===== config.mk =====
export PLATFORM = sky130hd
export DESIGN_NAME = status_led_buzzer_sequencer_core
export DESIGN_NICKNAME = d
export VERILOG_FILES = /design/src/design/slbs_pkg.sv /design/src/design/status_led_buzzer_sequencer_core.sv /design/src/design/slbs_step.sv
export SDC_FILE = /design/constraint.sdc
export NUM_CORES = 1
export LEC_CHECK = 0
export ABC_CLOCK_PERIOD_IN_PS = 10400
export BUFFER_PORTS_ARGS = -buffer_cell sky130_fd_sc_hd__buf_2
export CORE_AREA = 2 2 130 183
export DETAILED_ROUTE_END_ITERATION = 8
export DIE_AREA = 0 0 132 185
export GPL_ROUTABILITY_DRIVEN = 0
export PLACE_DENSITY = 0.85
export SETUP_SLACK_MARGIN = 0.1
export SLEW_MARGIN = 20
export SYNTH_ARGS = -nofsm -noshare
export SYNTH_HDL_FRONTEND = slang
export SYNTH_SLANG_ARGS = --single-unit

===== constraint.sdc =====
create_clock -name clk_i -period 10.4 [get_ports clk_i]
set_input_delay 1.04 -clock clk_i [delete_from_list [all_inputs] [get_ports clk_i]]
set_output_delay 1.04 -clock clk_i [all_outputs]
set_load 0.02 [all_outputs]

===== src/design/slbs_pkg.sv =====
// ----------------------------------------------------------------------------
// slbs_pkg: shared types and constants of the status LED and buzzer sequencer
// Operation codes, status bit positions, timing constants and the state
// record that the step logic and the top level both use.
// ----------------------------------------------------------------------------
`default_nettype none

package slbs_pkg;

  // item operation codes (code 3 is unused and changes nothing)
  typedef enum logic [1:0] {
    OP_TICK    = 2'd0,
    OP_SET_BIT = 2'd1,
    OP_TONE    = 2'd2
  } op_e;

  // tone kinds
  typedef enum logic [1:0] {
    TONE_POWER_ON  = 2'd0,
    TONE_POWER_OFF = 2'd1,
    TONE_MODE      = 2'd2,
    TONE_ALERT     = 2'd3
  } tone_e;

  // status bit positions
  localparam logic [2:0] POWER_ON_BIT       = 3'd0;
  localparam logic [2:0] LOW_BATTERY_BIT    = 3'd1;
  localparam logic [2:0] WATCHDOG_FAULT_BIT = 3'd2;
  localparam logic [2:0] MANUAL_MODE_BIT    = 3'd3;

  // timing constants in ms
  localparam logic [31:0] FAST_BLINK_MS     = 32'd150;
  localparam logic [31:0] SLOW_BLINK_MS     = 32'd500;
  localparam logic [31:0] ALERT_TONE_MS     = 32'd100;
  localparam logic [31:0] CHIRP_PERIOD_RST  = 32'd30000;

  // status flags after reset: only power-on set
  localparam logic [7:0] STATUS_RESET = 8'd1 << POWER_ON_BIT;

  // sequencer state
  typedef struct packed {
    logic [7:0]  status_flags;
    logic [31:0] buzzer_end_time;
    logic        buzzer_active;
    logic [31:0] last_chirp_time;
    logic [31:0] last_toggle_time;
    logic        blink_phase;
    logic        led_level;
    logic        buzzer_level;
  } state_t;

  localparam state_t STATE_RESET = '{
    status_flags:     STATUS_RESET,
    buzzer_end_time:  32'd0,
    buzzer_active:    1'b0,
    last_chirp_time:  32'd0,
    last_toggle_time: 32'd0,
    blink_phase:      1'b0,
    led_level:        1'b0,
    buzzer_level:     1'b0
  };

  // tone length lookup
  function automatic logic [31:0] tone_length(input logic [1:0] kind);
    logic [31:0] len;
    unique case (tone_e'(kind))
      TONE_POWER_ON:  len = 32'd150;
      TONE_POWER_OFF: len = 32'd300;
      TONE_MODE:      len = 32'd40;
      TONE_ALERT:     len = 32'd100;
      default:        len = 32'd100;
    endcase
    return len;
  endfunction

endpackage

`default_nettype wire


===== src/design/status_led_buzzer_sequencer_core.sv =====
// ----------------------------------------------------------------------------
// status_led_buzzer_sequencer_core: status LED and buzzer sequencer
// Holds the status byte, tone timer, chirp timer and blink timer, and returns
// the LED level, buzzer level and status byte for every item.
// ----------------------------------------------------------------------------
// One item per cycle sustained while the output is not stalled. An accepted
// item sits in the input register, is applied to the state by the step logic,
// and its result is loaded into the result register once the output is free.
// The input register refills while the result register drains, so a stalled
// output only holds back input once both registers are full.
// The chirp period register takes a write in any cycle (always ready) and
// must only be written while no item is in flight.
`default_nettype none

module status_led_buzzer_sequencer_core (
  input  logic        clk_i,
  input  logic        rst_ni,
  // item input
  input  logic        in_valid_i,
  output logic        in_ready_o,
  input  logic [1:0]  operation_i,
  input  logic [2:0]  bit_index_i,
  input  logic        bit_value_i,
  input  logic [1:0]  tone_kind_i,
  input  logic [31:0] now_ms_i,
  // result output
  output logic        out_valid_o,
  input  logic        out_ready_i,
  output logic        led_on_o,
  output logic        buzzer_on_o,
  output logic [7:0]  status_byte_o,
  // configuration
  input  logic        cfg_valid_i,
  output logic        cfg_ready_o,
  input  logic [31:0] chirp_period_ms_i
);

  logic             in_valid_q;
  logic [1:0]       op_q;
  logic [2:0]       bit_index_q;
  logic             bit_value_q;
  logic [1:0]       tone_kind_q;
  logic [31:0]      now_q;
  logic             out_valid_q;
  logic             led_q;
  logic             buzzer_q;
  logic [7:0]       status_q;
  logic [31:0]      chirp_period_q;
  slbs_pkg::state_t state_q;
  slbs_pkg::state_t state_d;
  logic             advance;

  // handshake
  assign advance     = in_valid_q && (!out_valid_q || out_ready_i);
  assign in_ready_o  = !in_valid_q || advance;
  assign cfg_ready_o = 1'b1;

  // configuration register
  always_ff @(posedge clk_i or negedge rst_ni) begin
    if (!rst_ni) begin
      chirp_period_q <= slbs_pkg::CHIRP_PERIOD_RST;
    end else if (cfg_valid_i) begin
      chirp_period_q <= chirp_period_ms_i;
    end
  end

  // input register
  always_ff @(posedge clk_i or negedge rst_ni) begin
    if (!rst_ni) begin
      in_valid_q <= 1'b0;
    end else if (in_ready_o) begin
      in_valid_q <= in_valid_i;
    end
  end

  always_ff @(posedge clk_i) begin
    if (in_valid_i && in_ready_o) begin
      op_q        <= operation_i;
      bit_index_q <= bit_index_i;
      bit_value_q <= bit_value_i;
      tone_kind_q <= tone_kind_i;
      now_q       <= now_ms_i;
    end
  end

  // next state for the item in the input register
  slbs_step u_step (
    .state_i           (state_q),
    .operation_i       (op_q),
    .bit_index_i       (bit_index_q),
    .bit_value_i       (bit_value_q),
    .tone_kind_i       (tone_kind_q),
    .now_ms_i          (now_q),
    .chirp_period_ms_i (chirp_period_q),
    .state_o           (state_d)
  );

  // state register
  always_ff @(posedge clk_i or negedge rst_ni) begin
    if (!rst_ni) begin
      state_q <= slbs_pkg::STATE_RESET;
    end else if (advance) begin
      state_q <= state_d;
    end
  end

  // result register
  always_ff @(posedge clk_i or negedge rst_ni) begin
    if (!rst_ni) begin
      out_valid_q <= 1'b0;
    end else if (advance) begin
      out_valid_q <= 1'b1;
    end else if (out_ready_i) begin
      out_valid_q <= 1'b0;
    end
  end

  always_ff @(posedge clk_i) begin
    if (advance) begin
      led_q    <= state_d.led_level;
      buzzer_q <= state_d.buzzer_level;
      status_q <= state_d.status_flags;
    end
  end

  assign out_valid_o   = out_valid_q;
  assign led_on_o      = led_q;
  assign buzzer_on_o   = buzzer_q;
  assign status_byte_o = status_q;

endmodule

`default_nettype wire


===== src/design/slbs_step.sv =====
// ----------------------------------------------------------------------------
// slbs_step: next-state logic for one item
// Applies a tick, a status-bit write or a tone start to the current state.
// ----------------------------------------------------------------------------
`default_nettype none

module slbs_step (
  input  slbs_pkg::state_t state_i,
  input  logic [1:0]       operation_i,
  input  logic [2:0]       bit_index_i,
  input  logic             bit_value_i,
  input  logic [1:0]       tone_kind_i,
  input  logic [31:0]      now_ms_i,
  input  logic [31:0]      chirp_period_ms_i,
  output slbs_pkg::state_t state_o
);

  slbs_pkg::state_t s;
  logic [31:0]      chirp_elapsed;
  logic [31:0]      toggle_elapsed;
  logic [31:0]      blink_period;
  logic             power_on;
  logic             low_batt;
  logic             fast_blink;
  logic             slow_blink;

  // wrap-safe elapsed times and blink mode from the current flags
  always_comb begin
    chirp_elapsed  = now_ms_i - state_i.last_chirp_time;
    toggle_elapsed = now_ms_i - state_i.last_toggle_time;
    power_on   = state_i.status_flags[slbs_pkg::POWER_ON_BIT];
    low_batt   = state_i.status_flags[slbs_pkg::LOW_BATTERY_BIT];
    fast_blink = state_i.status_flags[slbs_pkg::WATCHDOG_FAULT_BIT] || low_batt;
    slow_blink = state_i.status_flags[slbs_pkg::MANUAL_MODE_BIT];
    blink_period = fast_blink ? slbs_pkg::FAST_BLINK_MS : slbs_pkg::SLOW_BLINK_MS;
  end

  // apply the item
  always_comb begin
    s = state_i;
    unique case (slbs_pkg::op_e'(operation_i))
      slbs_pkg::OP_TICK: begin
        // end of tone, plain unsigned compare
        if (state_i.buzzer_active && (now_ms_i >= state_i.buzzer_end_time)) begin
          s.buzzer_level  = 1'b0;
          s.buzzer_active = 1'b0;
        end
        // low battery chirp
        if (low_batt && power_on && (chirp_elapsed >= chirp_period_ms_i)) begin
          s.last_chirp_time = now_ms_i;
          s.buzzer_level    = 1'b1;
          s.buzzer_end_time = now_ms_i + slbs_pkg::ALERT_TONE_MS;
          s.buzzer_active   = 1'b1;
        end
        // led drive
        if (!power_on) begin
          s.led_level = 1'b0;
        end else if (fast_blink || slow_blink) begin
          if (toggle_elapsed >= blink_period) begin
            s.last_toggle_time = now_ms_i;
            s.blink_phase      = !state_i.blink_phase;
            s.led_level        = !state_i.blink_phase;
          end
        end else begin
          s.led_level = 1'b1;
        end
      end
      slbs_pkg::OP_SET_BIT: begin
        s.status_flags[bit_index_i] = bit_value_i;
      end
      slbs_pkg::OP_TONE: begin
        s.buzzer_level    = 1'b1;
        s.buzzer_end_time = now_ms_i + slbs_pkg::tone_length(tone_kind_i);
        s.buzzer_active   = 1'b1;
      end
      default: begin
        s = state_i;
      end
    endcase
    state_o = s;
  end

endmodule

`default_nettype wire


After elaboration in Yosys (flattened, before gate mapping)
Cells that the tools add are included.
{"block": "classes", "reduce_logical": 21, "bitwise_logic": 0, "muxes": 19, "shift": 0, "magnitude_cmp": 5, "addsub": 4, "n_mul": 0, "div": 0, "n_eq_ne": 7}
{"cell": "case mux 32 bit (4 select lines)", "count": 1}
{"cell": "greater-or-equal comparator 32 bit", "count": 3}
{"cell": "case mux 33 bit (2 select lines)", "count": 1}
{"cell": "2-to-1 mux 65 bit", "count": 1}
{"cell": "subtractor 32 bit", "count": 2}
{"cell": "adder 32 bit", "count": 1}
{"cell": "adder 32 x 7 -> 32 bit, second input constant", "count": 1}
{"cell": "2-to-1 mux 32 bit", "count": 1}
{"cell": "2-to-1 mux 1 bit", "count": 10}
{"cell": "2-to-1 mux 9 bit", "count": 1}
{"cell": "AND reduction 3 bit", "count": 3}
{"cell": "bitwise mux 8 bit", "count": 1}
{"cell": "2-to-1 mux 8 bit", "count": 1}
{"cell": "equality test 2 bit, second input constant", "count": 3}
{"cell": "logical AND 1 bit", "count": 6}
{"cell": "AND reduction 5 bit", "count": 1}
{"cell": "equality test 2 x 1 -> 1 bit, second input constant", "count": 2}
{"cell": "zero test 2 bit", "count": 2}
{"cell": "logical OR 1 bit", "count": 4}
{"cell": "less-than comparator 3 x 4 -> 1 bit, second input constant", "count": 1}
{"cell": "nonzero test 2 bit", "count": 2}
{"cell": "demux 1 bit (select 3 bit)", "count": 1}
{"cell": "greater-or-equal comparator 3 x 1 -> 1 bit, second input constant", "count": 1}
{"cell": "zero test 1 bit", "count": 3}
{"cell": "other kinds (3)", "count": 3}
{"block": "totals", "out_inout_bits": 13, "mem_count": 0, "regBits": 192, "rom_bits": 0, "word_cells": 75, "latchBits": 0, "ram_bits": 0, "in_bits": 77}

Logic depth before layout (Yosys ltp)
{"block": "depth", "ltp_word": 7, "mapped_depth": 27, "ltp_nobuf": 25}

By module
From an unflattened synthesis, not the netlist that was laid out.
{"block": "unflattened", "cells_unflattened": 1597, "hier_area_um2": 15329.7}
{"module": "slbs_step", "cells_per_inst": 1241, "area_per_inst_um2": 8501.9, "instances": 1, "seq_area_each_um2": 0.0}
{"module": "status_led_buzzer_sequencer_core", "cells_per_inst": 356, "area_per_inst_um2": 6827.8, "instances": 1, "seq_area_each_um2": 5064.9}

Worst setup path before layout
Ideal clock, no wire load.
{"block": "synth_timing", "path_kind": "flip-flop to flip-flop", "start": "register now_q[6]", "end": "register state_q[36] in the netlist's numbering", "t_arrival_ns": 5.101, "synth_period_minus_slack_ns": 5.184, "stages_incl_launch_ff": 24, "setup_time_ns": 0.083, "n_path_buf": 2, "required_time_ns": 10.317, "setup_slack_ns": 5.216, "path_cell_list": "edfxtp_1 > ha_1 > a21o_1 > a211o_1 > a221oi_1 > o311a_1 > o211a_1 > o31ai_1 > a211oi_1 > nor2_1 > xor2_1 > ha_1 > a21o_1 > a21o_1 > a21o_1 > a21oi_1 > o21a_1 > o22ai_1 > nand2_1 > nor2_1 > clkbuf_1 > buf_1 > nand2_1 > o21ai_0"}
{"block": "synth_via", "elab_chain_len": 4}
{"element": "from (decl)", "line_no": "status_led_buzzer_sequencer_core.sv:43", "text": "logic [31:0] now_q;"}
{"element": "from (signal assigned)", "line_no": "status_led_buzzer_sequencer_core.sv:82", "text": "now_q <= now_ms_i;"}
{"element": "subtractor 32 bit", "line_no": "slbs_step.sv:29", "text": "chirp_elapsed = now_ms_i - state_i.last_chirp_time;"}
{"element": "greater-or-equal comparator 32 bit", "line_no": "slbs_step.sv:49", "text": "if (low_batt && power_on && (chirp_elapsed >= chirp_period_ms_i)) begin"}
{"element": "logical AND 1 bit", "line_no": "slbs_step.sv:49"}
{"element": "AND reduction 3 bit (no line)"}
{"element": "to (signal assigned)", "line_no": "status_led_buzzer_sequencer_core.sv:101", "text": "state_q <= slbs_pkg::STATE_RESET;"}
{"element": "to (signal assigned)", "line_no": "status_led_buzzer_sequencer_core.sv:103", "text": "state_q <= state_d;"}
{"element": "to (decl)", "line_no": "status_led_buzzer_sequencer_core.sv:49", "text": "slbs_pkg::state_t state_q;"}
No other way between the ends.
A chain may end at the register's enable or synchronous reset.

Worst setup path after layout
{"block": "layout_timing", "start": "register now_q[0]", "end": "register state_q[35] in the netlist's numbering"}
{"block": "layout_via", "elab_chain_len": 4}
{"element": "subtractor 32 bit", "line_no": "slbs_step.sv:29"}
{"element": "greater-or-equal comparator 32 bit", "line_no": "slbs_step.sv:49"}
{"element": "logical AND 1 bit", "line_no": "slbs_step.sv:49"}
{"element": "AND reduction 3 bit (no line)"}
Parallel ways exist; a longest one is shown, timed or not.

==> flow_metrics.py <==
metrics = {
    "synth": {
        "avgSynthCellArea_um2": 9.33,
        "syn_nets": 1662,
        "ys_ff_latch": 192,
        "yosys.area.top_type": "dfrtp_1",
        "synth.cell_area_um2": 13400,
        "ys_seq_area_share_pct": 37.7,
        "yosysMostFrequentCell": "inv_1",
        "synth_top_flop_cell": "dfrtp_1",
        "yosys_warnings": 0,
        "synthDistinctLibCells": 80,
        "async_reset_ff_share_pct": 74.0,
        "synthTopCellsByArea": "dfrtp_1 25%, ha_1 13%, edfxtp_1 11%",
        "synth_edf_count": 50,
        "yosysTopAreaCellShare_pct": 25.0,
        "synth_cells": 1439,
        "synthTopCellsByCount": "152 x inv_1, 143 x ha_1, 143 x nand2_1",
    },
    "power_and_ir_drop": {
        "p_leak_nw": 6.78,
        "power.density_nw_per_um2": 257,
        "peakVddDrop_v": 0.000186,
    },
    "sta": {
        "fmax_mhz": 159,
        "skew_ps": 13.9,
        "rsz0062_at_grt": "no",
        "slew_headroom_pct": 32.8,
        "fin_tns_setup_ps": 0,
        "hold_viol": 0,
        "period_share_pct": 60.3,
        "worst_slew_pin_slew_ps": 998,
        "period_needed_ps": 6270,
        "finalMaxSlewViolations": 0,
        "setup-violations-final": 0,
    },
    "route": {
        "drt_iter0_markers": 639,
        "viasPerCell": 5.99,
        "wire_per_inst_um": 16.9,
        "totalWireLength_um": 30800,
        "drt.antenna.violating_nets": 0,
        "drt_pass1_iterations": 6,
        "drc": 0,
        "vias": 10900,
    },
    "clock_tree": {
        "postCtsSetupBuffers": 0,
        "clkSlewWorstSetupHoldPaths_ps": 70,
        "ctsResizeCount": 0,
        "clkLatencyLatePin_ps": 450,
        "cts_root_buf": "clkbuf_16",
        "cts-buffers-inserted": 17,
        "clock-sinks": 192,
        "h-tree-depth": 4,
        "cts_tree": "done",
        "cts_buffer_depth": 2,
        "hold_buffers": 0,
    },
    "floorplanning": {
        "die_w_um": 132,
        "core.rowCount": 66,
        "coreArea_um2": 22900,
        "dieArea_um2": 24400,
        "die_h_um": 185,
        "start_util_pct": 58.7,
        "io_pins": 90,
    },
    "global_routing": {
        "grt_first_pass_wirelength_um": 52100,
        "antenna_found_initial": 0,
        "gr-max-usage-layer": "met2",
        "grt_start_max_net_pins": 88,
        "met3_usage_pct": 4.27,
        "gr-total-overflow": 0,
        "grt_pass1_vias": 11300,
        "use_met1_pct": 28.9,
        "use_met2_pct": 48.1,
        "track_usage_pct": 26.2,
    },
    "place": {
        "dp_hpwl_um": 22500,
        "portBuffers": 88,
    },
    "setup_path": {
        "rr_startpoint": "now_q[0]",
        "critical_path_class": "reg -> reg",
        "end_kind": "register",
        "crit_arrival_ps": 6610,
        "startpoint": "now_q[0]",
        "required_ps": 10730,
        "cp-start-kind": "register",
        "path_max_fanout": 67,
    },
    "layout": {
        "fill_cells": 1823,
        "n_antenna_cell": 0,
        "area_delta_synth_final_pct": 9.42,
        "drive_above_1_share_pct": 13.1,
        "post-route-util_pct": 64.2,
        "fin_nets": 1730,
    },
    "status": {
        "status": "complete, no violations",
    },
    "job": {
        "drv_cap": 0,
    },
    "worst_hold_path": {
        "min_path_type": "reg -> reg",
        "hold_start": "state_q[88]",
    },
}
cells in the final DEF, fill, tap and decap left out, types with 50 or more instances in the layout:
| master | n |
|---|---|
| a21o_1 | 50 |
| nor2_1 | 65 |
| buf_2 | 87 |
| dfrtp_1 | 134 |
| inv_1 | 152 |
| ha_1 | 143 |
| nand2_1 | 143 |
| o21ai_0 | 132 |
| edfxtp_1 | 50 |
| a21oi_1 | 84 |
flip-flops by register name, summed over array words and instances (netlist names):
signal and count:
tone_kind_q 2, bit_index_q 3, in_valid_q 1, bit_value_q 1
out_valid_o 1, state_q 108, chirp_period_q 32, buzzer_on_o 1
status_byte_o 8, led_on_o 1, now_q 32, op_q 2
power by group:
| part | leakage [nW] | switching, W | internal (W) |
|---|---|---|---|
| Clock | 0.284 | 0.000319 | 0.000362 |
| Combinational | 4.35 | 0.00109 | 0.000892 |
| Sequential | 2.15 | 0.000116 | 0.000993 |
| Total | 6.78 | 0.00153 | 0.00225 |
stage by stage:
stage | area [um2] | worst slack [ps] | power (W) | hold WS, ps | cells
after global placement | 14100 | 4470 | 0.00296 | 453 | 1794
after CTS | 14700 | 4210 | 0.00376 | 487 | 1826
final | 14700 | 4130 | 0.00377 | 482 | 1826
after floorplan | 13400 | 5220 | 0.00262 | 434 | 1439
after global routing | 14700 | 3710 | 0.00408 | 501 | 1826
after detailed placement | 14100 | 4260 | 0.00305 | 457 | 1794
critical path, stage by stage, from the launching register on:
cell	delay, ps
edfxtp_1	420
inv_1	140
ha_1	180
inv_1	60
fa_1	400
a21oi_1	180
o21ai_0	190
a221oi_1	640
o311a_1	340
o211a_1	190
o31ai_1	130
a211oi_1	370
nor2_1	100
xor2_1	150
ha_1	310
a21o_1	110
a21o_1	110
a21o_1	120
a21oi_1	60
o21a_1	180
o22ai_1	140
buf_4	240
nand2_1	320
nor2_4	160
buf_4	480
mux2_2	400
layout make-up:
class | count | area, um2 | area share (%)
flip-flops and latches | 192 | 5060 | 34.5
repair buffers | 95 | 499 | 3.40
clock inverters | 15 | 175 | 1.19
clock buffers | 17 | 425 | 2.90
multi-input cells | 1049 | 7570 | 51.6
inverters | 152 | 571 | 3.88
well taps | 306 | 383 | 2.61
layer usage:
layer | up-vias | wire (um)
li1 | 5264 | -
met4 | 0 | 1430
met3 | 109 | 1390
met5 | - | 0
met2 | 372 | 15600
met1 | 5196 | 12400
worst paths after layout:
kind	endpoint	slack, ps	depth (start not counted)
setup / recovery	state_q[35]	4130	25
hold / removal	state_q[88]	480	2
setup reg to reg	state_q[35]	4130	25
hold reg to reg	state_q[88]	480	2
max in group asynchronous	chirp_period_q[27]	8480	2
min in group asynchronous	state_q[102]	680	1
cells by family (layout without fill, tap and decap cells):
group / count (synthesis) / after routing / synth area share (%)
buf+inv: 198 / 279 / 5.99
fa+ha+maj: 146 / 146 / 13.8
xor+xnor: 66 / 66 / 4.30
simple gates: 374 / 374 / 13.5
mux: 55 / 55 / 5.30
compound gates: 407 / 407 / 19.4
other cells: 1 / 1 / 0.0279
flops: 192 / 192 / 37.7
Note: power is estimated with default switching activity, not from simulation.
